File: config.mk
export PLATFORM = sky130hd
export DESIGN_NAME = dia_div
export DESIGN_NICKNAME = d
export VERILOG_FILES = /design/src/sv/dia_pkg.sv /design/src/sv/dia_div.sv
export SDC_FILE = /design/constraint.sdc
export NUM_CORES = 1
export LEC_CHECK = 0
export ABC_AREA = 0
export BUFFER_PORTS_ARGS = -buffer_cell sky130_fd_sc_hd__buf_2
export CAP_MARGIN = 20
export CELL_PAD_IN_SITES_DETAIL_PLACEMENT = 0
export CELL_PAD_IN_SITES_GLOBAL_PLACEMENT = 1
export CORE_UTILIZATION = 46
export CTS_BUF_LIST = sky130_fd_sc_hd__clkbuf_4
export CTS_CLUSTER_DIAMETER = 100
export DETAILED_ROUTE_END_ITERATION = 10
export PLACE_DENSITY = 0.95
export REMOVE_ABC_BUFFERS = 1
export SLEW_MARGIN = 0
export SYNTH_ARGS = -nofsm -noshare
export SYNTH_HDL_FRONTEND = slang
export SYNTH_SLANG_ARGS = --single-unit
File: constraint.sdc
create_clock -name clk -period 5.32 [get_ports clk]
set_input_delay 0 -clock clk [delete_from_list [all_inputs] [get_ports clk]]
set_output_delay 0 -clock clk [all_outputs]
set_load 0.02 [all_outputs]
File: src/sv/dia_pkg.sv
package dia_pkg;

  localparam int DEF_MAX_BINS    = 64;
  localparam int DEF_VALUE_WIDTH = 32;

  localparam int BIN_W      = 6;
  localparam int IN_VALUE_W = 32;
  localparam int SCORE_W    = 32;
  localparam int COUNT_W    = 7;
  localparam int RADIUS_W   = 5;
  localparam int DIV_W      = 2 * RADIUS_W;

  localparam int CFG_IDX_W  = 2;
  localparam int CFG_DATA_W = 32;

  localparam logic [CFG_IDX_W-1:0] CFG_BIN_COUNT     = 2'd0;
  localparam logic [CFG_IDX_W-1:0] CFG_WINDOW_RADIUS = 2'd1;

  localparam logic [COUNT_W-1:0]  RST_BIN_COUNT     = 7'd64;
  localparam logic [RADIUS_W-1:0] RST_WINDOW_RADIUS = 5'd2;

  localparam logic REQ_WRITE = 1'b0;
  localparam logic REQ_QUERY = 1'b1;

endpackage

File: src/sv/dia_div.sv
module dia_div
  import dia_pkg::*;
#(
  parameter int SUM_W = 42
) (
  input  logic             clk,
  input  logic             rst,
  input  logic             start,
  input  logic [SUM_W-1:0] dividend,
  input  logic [DIV_W-1:0] divisor,
  output logic             done,
  output logic [SUM_W-1:0] quotient
);

  localparam int CNT_W = $clog2(SUM_W + 1);

  logic [CNT_W-1:0] cnt;
  logic             running;
  logic [DIV_W-1:0] rem;
  logic [DIV_W-1:0] dsr;
  logic [DIV_W:0]   trial;
  logic             fits;

  assign trial = {rem, quotient[SUM_W-1]};
  assign fits  = trial >= {1'b0, dsr};

  always_ff @(posedge clk) begin
    if (rst) begin
      running <= 1'b0;
      done    <= 1'b0;
      cnt     <= '0;
    end else begin
      done <= 1'b0;
      if (start) begin
        running  <= 1'b1;
        cnt      <= CNT_W'(SUM_W);
        rem      <= '0;
        dsr      <= divisor;
        quotient <= dividend;
      end else if (running) begin
        // one quotient bit per cycle, restoring
        if (fits) begin
          rem <= DIV_W'(trial - {1'b0, dsr});
        end else begin
          rem <= trial[DIV_W-1:0];
        end
        quotient <= {quotient[SUM_W-2:0], fits};
        cnt      <= cnt - 1'b1;
        if (cnt == CNT_W'(1)) begin
          running <= 1'b0;
          done    <= 1'b1;
        end
      end
    end
  end

endmodule

==> results of run 1 <==
-- cell families (layout without fill, tap and decap cells) --
kind of cell | count (synthesis) | after routing | share of synthesized area, %
multiplexers | 42 | 42 | 14.0
XOR/XNOR | 10 | 10 | 2.57
buffers and inverters | 23 | 184 | 2.61
adder cells (fa/ha/maj) | 13 | 13 | 5.00
flip-flops | 70 | 70 | 59.4
AO/OA/AOI/OAI | 47 | 47 | 10.4
AND/OR/NAND/NOR | 39 | 39 | 5.99
-- worst max-delay path, cell delays in order (launching register included) --
cell                       delay, ns
sky130_fd_sc_hd__edfxtp_1       0.43
sky130_fd_sc_hd__inv_1          0.09
sky130_fd_sc_hd__ha_1           0.17
sky130_fd_sc_hd__inv_1          0.06
sky130_fd_sc_hd__fa_1           0.42
sky130_fd_sc_hd__a211oi_1       0.37
sky130_fd_sc_hd__o21ai_0        0.19
sky130_fd_sc_hd__a31oi_1        0.23
sky130_fd_sc_hd__xor2_1         0.16
sky130_fd_sc_hd__o22ai_1        0.10
-- cells in the final DEF (no fill, tap or decap), types with 6 or more instances in the layout --
cell and n:
sky130_fd_sc_hd__a21oi_1 12, sky130_fd_sc_hd__buf_2 97, sky130_fd_sc_hd__clkbuf_4 10, sky130_fd_sc_hd__dfxtp_1 8, sky130_fd_sc_hd__dlygate4sd3_1 53, sky130_fd_sc_hd__edfxtp_1 62, sky130_fd_sc_hd__ha_1 12, sky130_fd_sc_hd__inv_1 16
sky130_fd_sc_hd__mux2_2 41, sky130_fd_sc_hd__nand2_1 10, sky130_fd_sc_hd__nor3_1 9, sky130_fd_sc_hd__o21ai_0 9, sky130_fd_sc_hd__xnor2_1 6
-- worst max-delay path by stage --
stage | to | slack [ns] | depth (start not counted)
floorplan | quotient[0] | 2.18 | 2
global placement | rem[8] | 2.98 | 9
detailed placement | rem[8] | 2.95 | 9
CTS | rem[8] | 2.93 | 9
global route | rem[8] | 2.71 | 9
finish | rem[8] | 2.87 | 9
-- flip-flops by register name, indices dropped and copies added, names as in the netlist --
signal	count
dsr	10
quotient	42
rem	10
running	1
cnt	6
done	1
-- through the flow --
stage | hold slack [ns] | total power [mW] | worst slack (ns) | util (%) | cell area [µm²]
after floorplan | 0.0691 | 0.855 | 2.18 | - | 3370
after global placement | 0.178 | 0.931 | 2.98 | 57.3 | 4000
after detailed placement | 0.179 | 0.938 | 2.95 | 57.3 | 4000
after CTS | 0.110 | 1.35 | 2.93 | 67.2 | 4690
after global routing | 0.121 | 1.40 | 2.71 | 67.2 | 4690
final | 0.116 | 1.35 | 2.87 | 67.2 | 4690
-- where the power goes --
| group | internal (mW) | leakage, nW | switching [mW] |
|---|---|---|---|
| logic | 0.138 | 1.15 | 0.152 |
| registers | 0.648 | 0.657 | 0.0234 |
| clock network | 0.195 | 0.0864 | 0.191 |
-- area by class of cell --
| cell class | instances | area, µm² | share of cell area [%] |
|---|---|---|---|
| clock inverter | 6 | 86.3 | 1.84 |
| tap | 96 | 120 | 2.56 |
| sequential | 70 | 2020 | 43.1 |
| clock buffer | 10 | 75.1 | 1.60 |
| inverter | 16 | 60.1 | 1.28 |
| multi-input combinational | 151 | 1300 | 27.7 |
| timing repair buffer | 152 | 1030 | 22.0 |
-- metal layers --
layer | wire [µm] | GRT usage (%) | up-vias
li1 | - | - | 1249
met1 | 3450 | 29.9 | 1246
met2 | 3900 | 36.6 | 141
met3 | 708 | 7.07 | 13
met5 | 0 | 0 | -
met4 | 125 | 7.48 | 0
-- what timing repair did --
item,in CTS,in global routing
endpoints found under the setup margin,0,0
setup buffers,0,0
hold buffers,53,0
endpoints found under the hold margin,59,0
==> flow_results.org, run 1 <==
** Setup path
- Worst path arrival time :: 2.62 ns
- Minimum setup slack among reg-to-reg paths :: 2.87 ns
- The critical path starts at quotient[41].
- The setup path with the least slack is of type reg -> reg.
- Type of element launching the critical path :: flop
- In this run the critical register-to-register path is launched from quotient[41].
- The number of cells on the worst reg-to-reg path is 9.
- Critical Path Fanout Max :: 3
- The worst setup path is captured at a flop.
- Reg-to-reg endpoint :: rem[8]
- STA puts the critical path data required time at 5.49 ns.

** Timing
- Setup violations remaining at the end of the flow were counted as 0.
- Setup repair after global routing left no endpoint under its margin.
- Hold Violations, Final :: 0
- The final number of max-transition violations is 0.
- Final critical-path share of the clock period :: 46.0%
- Setup total negative slack on the finished layout was measured at 0 ns.
- Minimum clock period :: 2.45 ns
- Measured against its own limit, the worst slew margin works out to 30.4%.
- Slew of the pin with the lowest slew margin :: 1.04 ns
- Fmax achieved :: 408 MHz
- Across the routed clock network, the largest skew measured is 0.0173 ns.

** Cells and area
- Cells with a size suffix above 1 make up 42.0% of the layout.
- Net total in the final layout :: 468
- Leaving out filler cells and counting taps, the final layout contains 501.
- Filler cell count in the final layout :: 505
- The number of antenna diodes in the final layout is 0.
- Area growth from synthesis to final layout :: 37.9%

** Yosys
- Most common library cells after synthesis :: 62 x sky130_fd_sc_hd__edfxtp_1, 41 x sky130_fd_sc_hd__mux2_2, 16 x sky130_fd_sc_hd__inv_1
- Fraction of post-synthesis cell area in the top cell type by area :: 54.7%
- Fraction of synthesis flops using an asynchronous set or reset pin :: 0%
- During synthesis, Yosys emitted a total of 0 warnings.
- The average instance in the mapped netlist occupies 13.9 µm².
- The biggest area contributor in the post-synthesis netlist is sky130_fd_sc_hd__edfxtp_1.
- Synthesis produced 244 cells.
- Yosys mapped a number of flops with a built-in enable equal to 62.
- For this run, the leading register cell type out of synthesis is sky130_fd_sc_hd__edfxtp_1.
- Yosys instantiated no cell more often than sky130_fd_sc_hd__edfxtp_1.
- Top post-synthesis cells by area :: sky130_fd_sc_hd__edfxtp_1 55%, sky130_fd_sc_hd__mux2_2 14%, sky130_fd_sc_hd__dfxtp_1 4.7%, sky130_fd_sc_hd__ha_1 4.4%, sky130_fd_sc_hd__a21oi_1 1.8%
- Unique cell type count in the Yosys netlist :: 44
- Netlist area before placement :: 3400 µm²
- Register area share after synthesis :: 59.4%
- In this run, synthesis produced a sequential element count of 70.

** Clock network
- The H-tree generated during clock tree synthesis spans 3 levels.
- No sink is reached through more buffers than the 2 on the longest clock path.
- CTS root buffer :: sky130_fd_sc_hd__clkbuf_4
- At the later pin of the worst-skew pair, clock insertion delay measures 0.41 ns.
- CTS resizes :: 0
- TritonCTS built the clock tree.
- Clock-pin slew reported for the worst setup and hold paths after clock tree synthesis :: 0.12 ns
- Clock tree synthesis found a total of 70 sinks.
- The number of clock buffers added by TritonCTS is 9.

** Floorplan
- Row generation in the floorplan step produced 30 rows.
- Placeable core region :: 6980 µm²
- During I/O placement, the number of pins put on the boundary was 98.
- Starting density of the core :: 48.7%
- Die width :: 88.0 µm
- The floorplan step defined a die boundary enclosing 7750 µm².
- Die height :: 88.0 µm

** Worst hold path
- For hold timing, the worst endpoint is running.
- Worst hold start :: start
- Instance count along the most critical hold path :: 2
- The path class of the tightest hold or removal check is in -> reg.

** Power
- Power density over the cells :: 287 nW/µm²
- Worst-case vdd ir drop :: 150 µV
- LEAKAGE :: 1.90 nW

** GRT
- Wire length of the first global-routing pass :: 13,200 µm
- Global routing consumed, over all layers together, 22.9% of the routing resources.
- Maximum number of pins on one net before global-route repair :: 42
- The total overflow left after global routing is 0.
- The via count of the first global-routing pass was 2,720.
- Number of antenna violations at the first check in global routing :: 0

** Drt
- Vias per inst :: 5.29
- In the final routed layout, each cell accounts on average for 16.3 µm.
- For this run, design rule violations remaining after detail routing come to 0.
- The first routing iteration left 189 violations.
- Routed Wire Length :: 8180 µm
- In this run the remaining antenna-violating nets after routing total 0.
- Before antenna repair, the detailed router went through 4 iterations.
- Detailed routing inserted a total of 2,649 vias.

** Run
- Number of violations of the max-capacitance limit :: 0

** Run status
- The run finished with clean final reports.

** Place
- Port buffering added 97 buffers.
- At the end of routability-driven placement, the weighted congestion stood at 0.833.
- Post-DP HPWL :: 4930 µm
- Placed cells :: 432
(Power assumes the default switching activity.)
==> run 2: changes to the inputs <==
- ABC_AREA: 0 -> 1
- CORE_UTILIZATION: 46 -> 40
- PLACE_DENSITY: 0.95 -> 0.93
- clock period: 5.32 -> 2.3 ns (I/O delays scaled with it)
==> flow_results.org, run 2 <==
** Drt
- Routed Wire Length :: 9080 µm (+11%)
- The first-pass iteration count of the detailed router came to 4 (unchanged).
- Average wire per cell in the routed design :: 13.6 µm (-17%)
- The DRC violation total after the first TritonRoute iteration was 143 (-24%).
- Drc violations :: 0 (unchanged)
- Via total after detailed routing :: 3,182 (+20%)
- The remaining antenna violation count after routing was 0 (unchanged).
- The ratio of routed vias to standard cells came to 4.77 (-9.8%).

** Yosys
- Fraction of post-synthesis cell area in the top cell type by area :: 52.2% (-2.5 points)
- The number of enable flip-flop cells after synthesis was 62 (unchanged).
- Summed over all instances, the cell type with the most area after synthesis is sky130_fd_sc_hd__edfxtp_1.
- The sequential cell area fraction in the yosys report was 56.7% (-2.7 points).
- Fraction of synthesis flops using an asynchronous set or reset pin :: 0% (unchanged)
- The flop and latch count out of synthesis was 70 (unchanged).
- The mean post-synth cell area came to 8.93 µm² (-36%).
- Number of instances in the synthesized netlist :: 399 (+64%)
- Main synth FF type :: sky130_fd_sc_hd__edfxtp_1
- In the post-synthesis netlist, the biggest area contributors are sky130_fd_sc_hd__edfxtp_1 52%, sky130_fd_sc_hd__nand2_1 19%, sky130_fd_sc_hd__dfxtp_1 4.5%, sky130_fd_sc_hd__ha_1 4.2%, sky130_fd_sc_hd__inv_1 3.9%.
- By instance count, the leading cell after synthesis is sky130_fd_sc_hd__nand2_1.
- The post-synthesis instance area came to 3560 µm² (+4.7%).
- The count of different cell masters after synthesis came to 32 (-27%).
- The count of warnings emitted by yosys is 0 (unchanged).
- By count the netlist is led by 183 x sky130_fd_sc_hd__nand2_1, 62 x sky130_fd_sc_hd__edfxtp_1, 37 x sky130_fd_sc_hd__inv_1.

** Timing
- Setup-failing EPs final :: 0 (unchanged)
- Hold Violations, Final :: 0 (unchanged)
- Maximum clock skew at final layout :: 0.00879 ns (-0.00850 ns)
- Worst-case setup margin in the final layout :: 0.290 ns (-2.58 ns)
- Final critical-path share of the clock period :: 87.4% (+41 points)
- Fmax achieved :: 497 MHz (+22%)
- The final hold slack is 0.278 ns (+0.162 ns).
- The transition at the pin with the smallest max-transition slack was 0.585 ns (-0.455 ns).
- The final number of max-transition violations is 0 (unchanged).
- Unrepaired setup endpoints after global routing :: false
- Minimum clock period :: 2.01 ns (-0.439 ns)
- The worst-case headroom to the max-slew limit was 61.0% (+31 points).

** Setup path
- Among cell families on the critical path, the largest total delay comes from simple AND/OR/NAND/NOR gates.
- The count of buffer and inverter cells on the critical path was 2 (unchanged).
- Logic depth of the worst setup path including buffers :: 12 (+3)
- Minimum setup slack among reg-to-reg paths :: 0.29 ns (-2.58 ns)
- Critical Path Fanout Max :: 3 (unchanged)
- Among the stages of the critical path, the cell type that occurs most often is sky130_fd_sc_hd__nand2_1.
- Type of element launching the critical path :: flop
- Startpoint of the lowest-slack register-to-register path :: quotient[41]
- Reg-to-reg endpoint :: rem[8]
- Type of the setup path with the least slack :: reg -> reg
- The slowest stage of the critical path belongs to the cell sky130_fd_sc_hd__edfxtp_1.
- The longest individual stage delay on the worst path came to 0.41 ns (-0.02 ns).
- The worst setup path is captured at a flop.
- Startpoint of the most critical setup path :: quotient[41]
- The number of cells on the worst reg-to-reg path is 12 (+3).
- The critical path ends at rem[8].
- Data required time of the worst path :: 2.49 ns (-3.00 ns)
- Worst path arrival time :: 2.20 ns (-0.42 ns)
- Traced cell by cell, the critical path runs through inv_1 > ha_1 > inv_1 > fa_1 > nand3_1 > nand2_1 > nand2_1 > nand3b_1 > nand2_1 > nand2_1 > nand2_1 > nor2_1.

** Floorplan
- The horizontal die dimension came to 96.4 µm (+9.5%).
- The overall die area came to 9290 µm² (+20%).
- The overall die height was 96.4 µm (+9.5%).
- The initial core utilization was 41.1% (-7.7 points).
- The standard cell core area came to 8680 µm² (+24%).
- Io pins :: 98 (unchanged)
- Row cnt :: 34 (+13%)

** Clock network
- Source-to-sink clock delay at the later pin of the worst-skew pair :: 0.42 ns (about the same)
- H-tree level count :: 3 (unchanged)
- The post-cts sizing count came to 0 (unchanged).
- TritonCTS Buffers :: 9 (unchanged)
- The number of clock sinks was 70 (unchanged).
- The deepest clock path buffer count is 2 (unchanged).
- CTS root buffer :: sky130_fd_sc_hd__clkbuf_4
- The clock input transition at the sequential cells of the worst setup and hold paths was 0.12 ns (about the same).
- CTS tree :: done

** GRT
- Wire length of the first global-routing pass :: 14,800 µm (+13%)
- Number of antenna violations at the first check in global routing :: 0 (unchanged)
- Overflow after GRT :: 0 (unchanged)
- The pin count of the biggest net entering global routing is 56 (+33%).
- The global-route usage over all layers came to 21.4% (-1.5 points).
- Vias in the first global route :: 3,248 (+19%)

** Run
- The number of maximum-capacitance constraint violations came to 0 (unchanged).

** Cells and area
- Most common library cell in the layout ignoring fill and taps :: sky130_fd_sc_hd__nand2_1
- Largest registers :: quotient (42), dsr (10), rem (10)
- The number of diodes came to 0 (unchanged).
- Post-route non-filler standard cell count :: 667 (+33%)
- The fraction of layout instances using a drive strength above 1 is 23.8% (-18 points).
- The number of nets at the end of the flow came to 622 (+33%).
- Relative to the synthesized area, the layout overhead comes to 37.8%.
- Number of flip-flops under the largest register name :: 42 (unchanged)
- Register with the highest flop count :: quotient
- In the layout the commonest cells are 183 x sky130_fd_sc_hd__nand2_1, 97 x sky130_fd_sc_hd__buf_2, 62 x sky130_fd_sc_hd__edfxtp_1.

** Place
- Post-DP HPWL :: 5500 µm (+12%)
- Routability congestion estimate from global placement :: 0.822 (-1.4%)
- Placed cells :: 596 (+38%)
- The count of port buffers added during placement is 97 (unchanged).
- The worst slack after detailed placement was 0.311 ns (-2.64 ns).

** Worst hold path
- The min-delay analysis places its worst path in the category in -> reg.

** Power
- The power per cell area came to 670 nW/µm² (+130%).
- The maximum vdd ir drop is 483 µV (+220%).
- The reported leakage power is 2.38 nW (+25%).
- The total power consumption of the routed design is 3.29 mW (+140%).

** Run status
- The flow ran to the end, and the final reports show no timing, DRC or antenna violations.
==> run 2: changes by cell type in the layout (fill, tap and decap cells not counted), sizes merged, moves of 8 or more <==
cell	before	now
nand2	11	188
nor2	5	33
nand3b	0	8
inv	16	38
mux2	42	0
==> run 2: cell type report <==
class                           instances  area (µm²)
Clock inverter                          6         110
Timing Repair Buffer                  156        1080
Tap cell                              108         135
Fill cell                             759        3770
Multi-Input combinational cell        279        1340
Sequential cell                        70        2020
Clock buffer                           10        75.1
Inverter                               38         150
==> run 2: metrics by stage <==
stage | cell area (µm²) | utilization (%) | TNS [ns]
finish | 4910 | 56.6 | 0
global route | 4910 | 56.6 | 0
CTS | 4910 | 56.6 | 0
detailed placement | 4170 | 48.1 | 0
global placement | 4170 | 48.1 | 0
floorplan | 3500 | - | -41.30
==> run 2: routing by layer <==
| metal | track usage [%] | wire length (µm) | vias up | share of wire, % |
|---|---|---|---|---|
| li1 | - | - | 1584 | - |
| met1 | 26.1 | 3820 | 1488 | 42 |
| met2 | 36.5 | 4590 | 101 | 51 |
| met3 | 5.56 | 560 | 9 | 6.2 |
| met4 | 8.09 | 100 | 0 | 1.1 |
| met5 | 0 | 0 | - | 0 |
==> run 2: cell families after synthesis <==
group,share of synthesized area [%]
and+or+nand+nor,29.6
DFF,56.7
buffers and inverters,5.90
adders and majority gates,4.78
AOI/OAI and AO/OA,2.04
xor gates and xnor gates,0.983
==> run 2: repair_timing <==
action | 4_1_cts | 5_1_grt
setup buffers | 0 | 0
hold buffers | 55 | 0
endpoints found under the hold margin | 59 | 0
==> run 2: worst min path at each step <==
stage	start	slack (ns)	endpoint	cells after the start
finish	divisor[0]	0.28	dsr[0]	2
global route	divisor[3]	0.27	dsr[3]	2
CTS	divisor[4]	0.27	dsr[4]	2
detailed placement	divisor[8]	0.18	dsr[8]	1
global placement	divisor[8]	0.18	dsr[8]	1
floorplan	rst	0.07	running	1
==> run 2: power breakdown <==
part	leakage [nW]	internal, mW	switching [mW]	total [mW]
sequential	0.662	1.50	0.0490	1.55
clock	0.0942	0.561	0.461	1.02
combinational	1.62	0.296	0.425	0.721
total	2.38	2.36	0.935	3.29
